**config.mk**
```make
export PLATFORM = sky130hd
export DESIGN_NAME = cell_voltage_statistics
export DESIGN_NICKNAME = d
export VERILOG_FILES = /design/src/design/csv_pkg.sv /design/src/design/csv_alu.sv /design/src/design/csv_core.sv /design/src/design/cell_voltage_statistics.sv
export SDC_FILE = /design/constraint.sdc
export NUM_CORES = 1
export LEC_CHECK = 0
export BUFFER_PORTS_ARGS = -buffer_cell sky130_fd_sc_hd__buf_2
export CORE_UTILIZATION = 45
export DETAILED_ROUTE_END_ITERATION = 10
export GPL_TIMING_DRIVEN = 0
export REMOVE_ABC_BUFFERS = 1
export SLEW_MARGIN = 20
export SYNTH_ARGS = -nofsm -noshare
export SYNTH_HDL_FRONTEND = slang
export SYNTH_SLANG_ARGS = --single-unit
```
**constraint.sdc**
```tcl
create_clock -name aclk -period 12.02 [get_ports aclk]
set_input_delay 0 -clock aclk [delete_from_list [all_inputs] [get_ports aclk]]
set_output_delay 0 -clock aclk [all_outputs]
set_load 0.01 [all_outputs]
```
**src/design/csv_pkg.sv**
```systemverilog
// Shared constants, types and sequencer states for the cell voltage statistics block.
package csv_pkg;

    localparam int MAX_CELLS = 16;

    localparam int CELL_W   = 17;
    localparam int MV_W     = 18;
    localparam int POS_W    = 5;
    localparam int SPREAD_W = 19;
    localparam int MEAN_W   = 17;

    // frame counter holds 0..MAX_CELLS
    localparam int CNT_W    = $clog2(MAX_CELLS + 1);
    localparam int SUM_W    = CELL_W + $clog2(MAX_CELLS);
    localparam int ALU_W    = (SUM_W + 1 > SPREAD_W) ? SUM_W + 1 : SPREAD_W;
    localparam int DIV_CNT_W = $clog2(SUM_W);

    localparam logic signed [MV_W-1:0] MIN_SENTINEL = MV_W'(100000);
    localparam logic signed [MV_W-1:0] MAX_SENTINEL = -MV_W'(100000);

    localparam int IN_TDATA_W = ((CELL_W + 7) / 8) * 8;

    // result field offsets inside m_tdata, lowest first
    localparam int OFS_MIN_MV  = 0;
    localparam int OFS_MIN_POS = OFS_MIN_MV + MV_W;
    localparam int OFS_MAX_MV  = OFS_MIN_POS + POS_W;
    localparam int OFS_MAX_POS = OFS_MAX_MV + MV_W;
    localparam int OFS_SPREAD  = OFS_MAX_POS + POS_W;
    localparam int OFS_MEAN    = OFS_SPREAD + SPREAD_W;
    localparam int OFS_USED    = OFS_MEAN + MEAN_W;
    localparam int OUT_BITS    = OFS_USED + POS_W;
    localparam int OUT_TDATA_W = ((OUT_BITS + 7) / 8) * 8;

    // first member lands in the highest bits
    typedef struct packed {
        logic [POS_W-1:0]           used_cells;
        logic signed [MEAN_W-1:0]   mean_mv;
        logic signed [SPREAD_W-1:0] spread_mv;
        logic [POS_W-1:0]           max_pos;
        logic signed [MV_W-1:0]     max_mv;
        logic [POS_W-1:0]           min_pos;
        logic signed [MV_W-1:0]     min_mv;
    } csv_result_t;

    typedef enum logic [3:0] {
        ST_IDLE,
        ST_MIN,
        ST_MAX,
        ST_ACC,
        ST_SPREAD,
        ST_ABS,
        ST_DIV,
        ST_NEG,
        ST_OUT
    } csv_state_t;

endpackage

```
**src/design/csv_alu.sv**
```systemverilog
// Shared add/subtract unit used for every compare, sum and division step.
module csv_alu
    import csv_pkg::*;
(
    input  logic signed [ALU_W-1:0] a,
    input  logic signed [ALU_W-1:0] b,
    input  logic                    sub,
    output logic signed [ALU_W-1:0] y
);

    assign y = sub ? (a - b) : (a + b);

endmodule

```
**src/design/csv_core.sv**
```systemverilog
// Sequencer and frame registers: min/max/sum per item, spread and mean at frame end.
module csv_core
    import csv_pkg::*;
(
    input  logic                     aclk,
    input  logic                     aresetn,
    input  logic                     in_valid,
    output logic                     in_ready,
    input  logic signed [CELL_W-1:0] in_cell,
    input  logic                     in_last,
    output logic                     res_valid,
    input  logic                     res_ready,
    output csv_result_t              res
);

    csv_state_t state_reg, state_next;

    logic signed [CELL_W-1:0]   cell_reg;
    logic                       last_reg;
    logic signed [MV_W-1:0]     low_reg;
    logic signed [MV_W-1:0]     high_reg;
    logic [CNT_W-1:0]           low_pos_reg;
    logic [CNT_W-1:0]           high_pos_reg;
    logic signed [SUM_W-1:0]    total_reg;
    logic [CNT_W-1:0]           seen_reg;
    logic signed [SPREAD_W-1:0] spread_reg;
    logic [SUM_W-1:0]           dq_reg;
    logic [CNT_W-1:0]           rem_reg;
    logic [DIV_CNT_W-1:0]       div_cnt_reg;
    logic                       neg_reg;

    logic signed [ALU_W-1:0] alu_a, alu_b, alu_y;
    logic                    alu_sub;

    logic [CNT_W-1:0] pos;
    logic [CNT_W-1:0] divisor;
    logic [CNT_W:0]   partial;
    logic             cell_positive;
    logic             room;
    logic             div_done;

    assign pos           = CNT_W'(seen_reg + 1'b1);
    assign divisor       = (seen_reg == '0) ? CNT_W'(1) : seen_reg;
    assign partial       = {rem_reg, dq_reg[SUM_W-1]};
    assign cell_positive = !cell_reg[CELL_W-1] && (cell_reg != '0);
    assign room          = (seen_reg < CNT_W'(MAX_CELLS));
    assign div_done      = (div_cnt_reg == DIV_CNT_W'(SUM_W - 1));

    csv_alu u_alu (
        .a   (alu_a),
        .b   (alu_b),
        .sub (alu_sub),
        .y   (alu_y)
    );

    always_comb begin
        state_next = state_reg;
        case (state_reg)
            ST_IDLE: begin
                if (in_valid) begin
                    if (room) begin
                        state_next = ST_MIN;
                    end else if (in_last) begin
                        state_next = ST_SPREAD;
                    end
                end
            end
            ST_MIN:    state_next = ST_MAX;
            ST_MAX:    state_next = ST_ACC;
            ST_ACC:    state_next = last_reg ? ST_SPREAD : ST_IDLE;
            ST_SPREAD: state_next = ST_ABS;
            ST_ABS:    state_next = ST_DIV;
            ST_DIV:    state_next = div_done ? ST_NEG : ST_DIV;
            ST_NEG:    state_next = ST_OUT;
            ST_OUT:    state_next = res_ready ? ST_IDLE : ST_OUT;
            default:   state_next = ST_IDLE;
        endcase
    end

    always_comb begin
        in_ready  = 1'b0;
        res_valid = 1'b0;
        alu_a     = '0;
        alu_b     = '0;
        alu_sub   = 1'b0;
        case (state_reg)
            ST_IDLE: in_ready = 1'b1;
            ST_MIN: begin
                alu_a   = ALU_W'(cell_reg);
                alu_b   = ALU_W'(low_reg);
                alu_sub = 1'b1;
            end
            ST_MAX: begin
                alu_a   = ALU_W'(cell_reg);
                alu_b   = ALU_W'(high_reg);
                alu_sub = 1'b1;
            end
            ST_ACC: begin
                alu_a = ALU_W'(total_reg);
                alu_b = ALU_W'(cell_reg);
            end
            ST_SPREAD: begin
                alu_a   = ALU_W'(high_reg);
                alu_b   = ALU_W'(low_reg);
                alu_sub = 1'b1;
            end
            ST_ABS: begin
                // magnitude of the sum for the unsigned divide
                if (neg_reg) begin
                    alu_b   = ALU_W'(total_reg);
                    alu_sub = 1'b1;
                end else begin
                    alu_a = ALU_W'(total_reg);
                end
            end
            ST_DIV: begin
                alu_a   = ALU_W'(partial);
                alu_b   = ALU_W'(divisor);
                alu_sub = 1'b1;
            end
            ST_NEG: begin
                if (neg_reg) begin
                    alu_b   = ALU_W'(dq_reg);
                    alu_sub = 1'b1;
                end else begin
                    alu_a = ALU_W'(dq_reg);
                end
            end
            ST_OUT:  res_valid = 1'b1;
            default: in_ready = 1'b0;
        endcase
    end

    assign res.min_mv     = low_reg;
    assign res.min_pos    = POS_W'(low_pos_reg);
    assign res.max_mv     = high_reg;
    assign res.max_pos    = POS_W'(high_pos_reg);
    assign res.spread_mv  = spread_reg;
    assign res.mean_mv    = dq_reg[MEAN_W-1:0];
    assign res.used_cells = POS_W'(seen_reg);

    always_ff @(posedge aclk) begin
        if (!aresetn) begin
            state_reg <= ST_IDLE;
        end else begin
            state_reg <= state_next;
        end
    end

    // item payload and divider working registers
    always_ff @(posedge aclk) begin
        case (state_reg)
            ST_IDLE: begin
                if (in_valid) begin
                    cell_reg <= in_cell;
                    last_reg <= in_last;
                end
            end
            ST_SPREAD: begin
                spread_reg <= alu_y[SPREAD_W-1:0];
                neg_reg    <= total_reg[SUM_W-1];
            end
            ST_ABS: begin
                dq_reg      <= alu_y[SUM_W-1:0];
                rem_reg     <= '0;
                div_cnt_reg <= '0;
            end
            ST_DIV: begin
                // restoring step: keep the trial remainder when it did not go negative
                if (!alu_y[ALU_W-1]) begin
                    rem_reg <= alu_y[CNT_W-1:0];
                end else begin
                    rem_reg <= partial[CNT_W-1:0];
                end
                dq_reg      <= {dq_reg[SUM_W-2:0], !alu_y[ALU_W-1]};
                div_cnt_reg <= DIV_CNT_W'(div_cnt_reg + 1'b1);
            end
            ST_NEG:  dq_reg <= alu_y[SUM_W-1:0];
            default: ;
        endcase
    end

    // frame statistics
    always_ff @(posedge aclk) begin
        if (!aresetn) begin
            low_reg      <= MIN_SENTINEL;
            high_reg     <= MAX_SENTINEL;
            low_pos_reg  <= '0;
            high_pos_reg <= '0;
            total_reg    <= '0;
            seen_reg     <= '0;
        end else begin
            case (state_reg)
                ST_MIN: begin
                    if (cell_positive && alu_y[ALU_W-1]) begin
                        low_reg     <= MV_W'(cell_reg);
                        low_pos_reg <= pos;
                    end
                end
                ST_MAX: begin
                    // strictly greater keeps the first of equal values
                    if (!alu_y[ALU_W-1] && (alu_y != '0)) begin
                        high_reg     <= MV_W'(cell_reg);
                        high_pos_reg <= pos;
                    end
                end
                ST_ACC: begin
                    total_reg <= alu_y[SUM_W-1:0];
                    seen_reg  <= pos;
                end
                ST_OUT: begin
                    if (res_ready) begin
                        low_reg      <= MIN_SENTINEL;
                        high_reg     <= MAX_SENTINEL;
                        low_pos_reg  <= '0;
                        high_pos_reg <= '0;
                        total_reg    <= '0;
                        seen_reg     <= '0;
                    end
                end
                default: ;
            endcase
        end
    end

endmodule

```
**src/design/cell_voltage_statistics.sv**
```systemverilog
// Cell voltage statistics: one result item per pack frame of cell voltages.
//
// Input channel s_*: one cell voltage per item, s_tlast closes the pack frame.
// Only the first MAX_CELLS cells of a frame are counted; later cells are
// dropped, but their tlast still closes the frame.
// Result channel m_*: one item per frame with min, max, their positions,
// spread, truncated mean and cell count.
// Every counted cell runs through one shared add/subtract unit for a min
// compare, a max compare and a sum, and s_tready stays low until the sum is
// done, so the next cell waits; a dropped cell is taken without these steps.
// At frame end the same unit forms the spread, the magnitude of the sum, a
// restoring divide of SUM_W steps (21 at 16 cells) and the sign fix: the
// result then waits in ST_OUT until the output register is free, and
// m_tvalid rises as the result is loaded into that register.
// The output register lets the next frame start while a result waits. If the
// receiver still holds the previous result when the next one is done, the
// sequencer waits and s_tready stays low until the register frees.
// Reset (aresetn low, synchronous) empties the output register and clears
// the frame statistics to their sentinels.
module cell_voltage_statistics
    import csv_pkg::*;
(
    input  logic                   aclk,
    input  logic                   aresetn,
    input  logic                   s_tvalid,
    output logic                   s_tready,
    input  logic [IN_TDATA_W-1:0]  s_tdata,   // cell_mv[16:0], zero fill
    input  logic                   s_tlast,
    output logic                   m_tvalid,
    input  logic                   m_tready,
    // min_mv, min_pos, max_mv, max_pos, spread_mv, mean_mv, used_cells, zero fill
    output logic [OUT_TDATA_W-1:0] m_tdata
);

    logic        res_valid, res_ready, res_take;
    csv_result_t res;

    logic                   m_tvalid_reg;
    logic [OUT_TDATA_W-1:0] m_tdata_reg;

    csv_core u_core (
        .aclk      (aclk),
        .aresetn   (aresetn),
        .in_valid  (s_tvalid),
        .in_ready  (s_tready),
        .in_cell   (s_tdata[CELL_W-1:0]),
        .in_last   (s_tlast),
        .res_valid (res_valid),
        .res_ready (res_ready),
        .res       (res)
    );

    assign res_ready = !m_tvalid_reg || m_tready;
    assign res_take  = res_valid && res_ready;

    always_ff @(posedge aclk) begin
        if (!aresetn) begin
            m_tvalid_reg <= 1'b0;
        end else if (res_take) begin
            m_tvalid_reg <= 1'b1;
        end else if (m_tready) begin
            m_tvalid_reg <= 1'b0;
        end
    end

    always_ff @(posedge aclk) begin
        if (res_take) begin
            m_tdata_reg <= OUT_TDATA_W'(res);
        end
    end

    assign m_tvalid = m_tvalid_reg;
    assign m_tdata  = m_tdata_reg;

endmodule

```
==> impl_metrics.env <==
export IMPL_peakVddDrop_mv=0.0934
export IMPL_cp_max_fo=23
export IMPL_r2r_start="u_core.state_reg[2]"
export IMPL_post_cts_buffers=0
export IMPL_ys_types=86
export IMPL_drt_iter0_drc=762
export IMPL_fin_setup_tns_ns=0
export IMPL_via_per_inst=5.81
export IMPL_fmax_ghz=0.142
export IMPL_diodes=0
export IMPL_ios=119
export IMPL_grt_pass1_wl_mm=47.8
export IMPL_synth_edf_count=156
export IMPL_wl_per_cell_um=20.8
export IMPL_worstSetupEndpointType="flop"
export IMPL_cts_root_buf="clkbuf_16"
export IMPL_totalWireLength_mm=30.8
export IMPL_die_y_um=162
export IMPL_grt_busiest_layer="met2"
export IMPL_layout_drive_gt1_share_pct=18.9
export IMPL_ff2ff_path_depth=17
export IMPL_grt_max_degree=68
export IMPL_finalMaxSlewViolations=0
export IMPL_synthCells=1017
export IMPL_fin_nets=1190
export IMPL_cts_buffer_depth=3
export IMPL_yosysTopAreaCellShare_pct=40.9
export IMPL_hpwl_mm=21.6
export IMPL_ant_nets=0
export IMPL_fin_crit_sh_pct=58.5
export IMPL_dpl_cell_area_um2=12500
export IMPL_min_period_ns=7.03
export IMPL_whs_ns=0.181
export IMPL_max_slew_margin_rel_pct=25.5
export IMPL_outcome="finished, final reports clean"
export IMPL_hold_start="s_tdata[2]"
export IMPL_synth_top_flop_cell="edfxtp_1"
export IMPL_min_path_type="input port to flop"
export IMPL_layout_cells_most_common_list="edfxtp_1, buf_2, nand2_1"
export IMPL_tightest_slew_ns=1.12
export IMPL_numCtsBuffers=25
export IMPL_grtUsageTotal_pct=23.6
export IMPL_chipWidth_um=162
export IMPL_reg2reg_slack_ns=4.99
export IMPL_power_density_nw_per_um2=200
export IMPL_final_common_cell="edfxtp_1"
export IMPL_yosysWarnings=0
export IMPL_fin_total_pwr_w=0.00269
export IMPL_die_area_um2=26100
export IMPL_htree_levels=1
export IMPL_reg2reg_to="u_core.high_pos_reg[0]"
export IMPL_hold_viol=0
export IMPL_cp_data_required_time_ns=12.41
export IMPL_vias=8606
export IMPL_ys_ff_latch=233
export IMPL_overflow=0
export IMPL_rows=58
export IMPL_cts_tree="built"
export IMPL_finish_instance_area_um2=13400
export IMPL_crit_type="flop to flop"
export IMPL_first_pass_iters=6
export IMPL_first_global_vias=8472
export IMPL_postSynthAreaPerCell_um2=11.3
export IMPL_numPortBuffers=110
export IMPL_postCtsHoldBufs=22
export IMPL_mappedNetlistArea_um2=11500
export IMPL_clk_pin_slew_worst_paths_ns=0.06
export IMPL_cts_sinks=233
export IMPL_start_kind="flop"
export IMPL_antenna_found_initial=0
export IMPL_largest_reg_flops=87
export IMPL_rsz0062_at_grt="false"
export IMPL_area_growth_pct=17.3
export IMPL_nFillCells=2277
export IMPL_insertion_delay_ns=0.52
export IMPL_finClkSkew_ns=0.0124
export IMPL_p_leak_nw=5.00
export IMPL_grt_met1_usage_pct=30.8
export IMPL_gp_congestion=0.929
export IMPL_synth_largest_area_cell="edfxtp_1"
export IMPL_drv_cap=0
export IMPL_met2_usage_pct=40.1
export IMPL_min_to="u_core.cell_reg[2]"
export IMPL_cts_resized_gates=0
export IMPL_initial_core_util_pct=45.6
export IMPL_setup_viol=0
export IMPL_ys_top_cells_by_area="edfxtp_1, dfxtp_1, mux2i_1"
export IMPL_core_um2=25100
export IMPL_worstPathArrival_ns=7.42
export IMPL_synth_seq_area_share_pct=54.3
export IMPL_async_reset_ff_share_pct=0
export IMPL_holdPathStages=2
export IMPL_drc=0
export IMPL_met3_usage_pct=2.29
-- routing by layer --
layer / wire length, um / part of all wire [%]
met1: 13400 / 43
met2: 14800 / 48
met3: 1380 / 4.5
met4: 1230 / 4.0
met5: 0 / 0
-- Yosys cell counts, types with 5 or more instances --
cell / instances
nor2b_1: 19
nor3_1: 13
mux2i_1: 73
a31oi_1: 5
nor4_1: 6
mux2_2: 17
a21oi_1: 60
o22ai_1: 9
and3_1: 11
nor3b_1: 13
o211ai_1: 16
nand2_1: 92
a21o_1: 7
ha_1: 26
buf_6: 5
edfxtp_1: 156
o21a_1: 5
a22oi_1: 16
nand4_1: 7
clkbuf_1: 34
buf_4: 6
xor2_1: 18
and2_1: 6
a211oi_1: 5
buf_2: 13
nor2_1: 56
a222oi_1: 11
a21boi_0: 18
dfxtp_1: 77
inv_1: 21
o21ai_0: 26
nand2b_1: 12
nand3_1: 55
xnor2_1: 20
-- logic make-up (layout without fill, tap and decap cells) --
group | after synthesis | in the layout | share of synthesized area (%)
mux | 90 | 90 | 8.04
xor+xnor | 40 | 40 | 3.19
simple gates | 326 | 326 | 14.9
buf+inv | 84 | 218 | 3.51
fa+ha+maj | 27 | 27 | 3.01
other cells | 1 | 1 | 0.0327
flops | 233 | 233 | 54.3
compound gates | 216 | 216 | 13.0
-- area by class of cell --
class	instances	area [um^2]	share of cell area, %
clock buffer	35	693	5.16
clock inverter	9	78.8	0.586
inverter	23	91.3	0.679
multi-input combinational	700	4910	36.5
sequential	233	6230	46.3
tap	330	413	3.07
timing repair buffer	151	1030	7.68
-- metrics by stage --
| stage | setup WS, ns | instances | utilization [%] |
|---|---|---|---|
| after floorplan | 3.34 | 956 | - |
| after global placement | -0.731 | 1396 | 48.2 |
| after detailed placement | 5.12 | 1415 | 49.6 |
| after CTS | 5.08 | 1481 | 53.5 |
| after global routing | 4.65 | 1481 | 53.5 |
| final | 4.99 | 1481 | 53.5 |
-- worst max path at each step --
stage                             endpoint  cells after the start                 from  slack (ns)
detailed placement  u_core.high_pos_reg[0]                     18  u_core.state_reg[2]        5.12
finish              u_core.high_pos_reg[0]                     17  u_core.state_reg[2]        4.99
CTS                 u_core.high_pos_reg[0]                     18  u_core.state_reg[2]        5.08
global route        u_core.high_pos_reg[0]                     17  u_core.state_reg[2]        4.65
global placement    u_core.high_pos_reg[1]                     15  u_core.state_reg[1]       -0.73
floorplan           u_core.high_pos_reg[0]                     15  u_core.state_reg[0]        3.34
-- where the power goes --
part / total, W / internal, W / switching [W]
combinational: 0.000986 / 0.000360 / 0.000625
clock: 0.000733 / 0.000424 / 0.000309
sequential: 0.000972 / 0.000924 / 0.0000486
-- worst max-delay path, stage by stage, from the launching register on --
cell,delay [ns]
dfxtp_1,0.91
or3b_1,0.65
o22ai_1,0.14
a211oi_1,0.69
nand4_1,0.38
nor2_1,0.27
a21oi_1,0.12
xnor2_1,0.14
ha_1,0.35
inv_1,0.11
o31ai_1,0.55
o211ai_1,0.23
a211o_1,0.31
xnor2_1,0.19
or4_1,0.55
or4_1,0.74
and2_4,0.40
mux2i_1,0.17
Note: power is estimated with default switching activity, not from simulation.
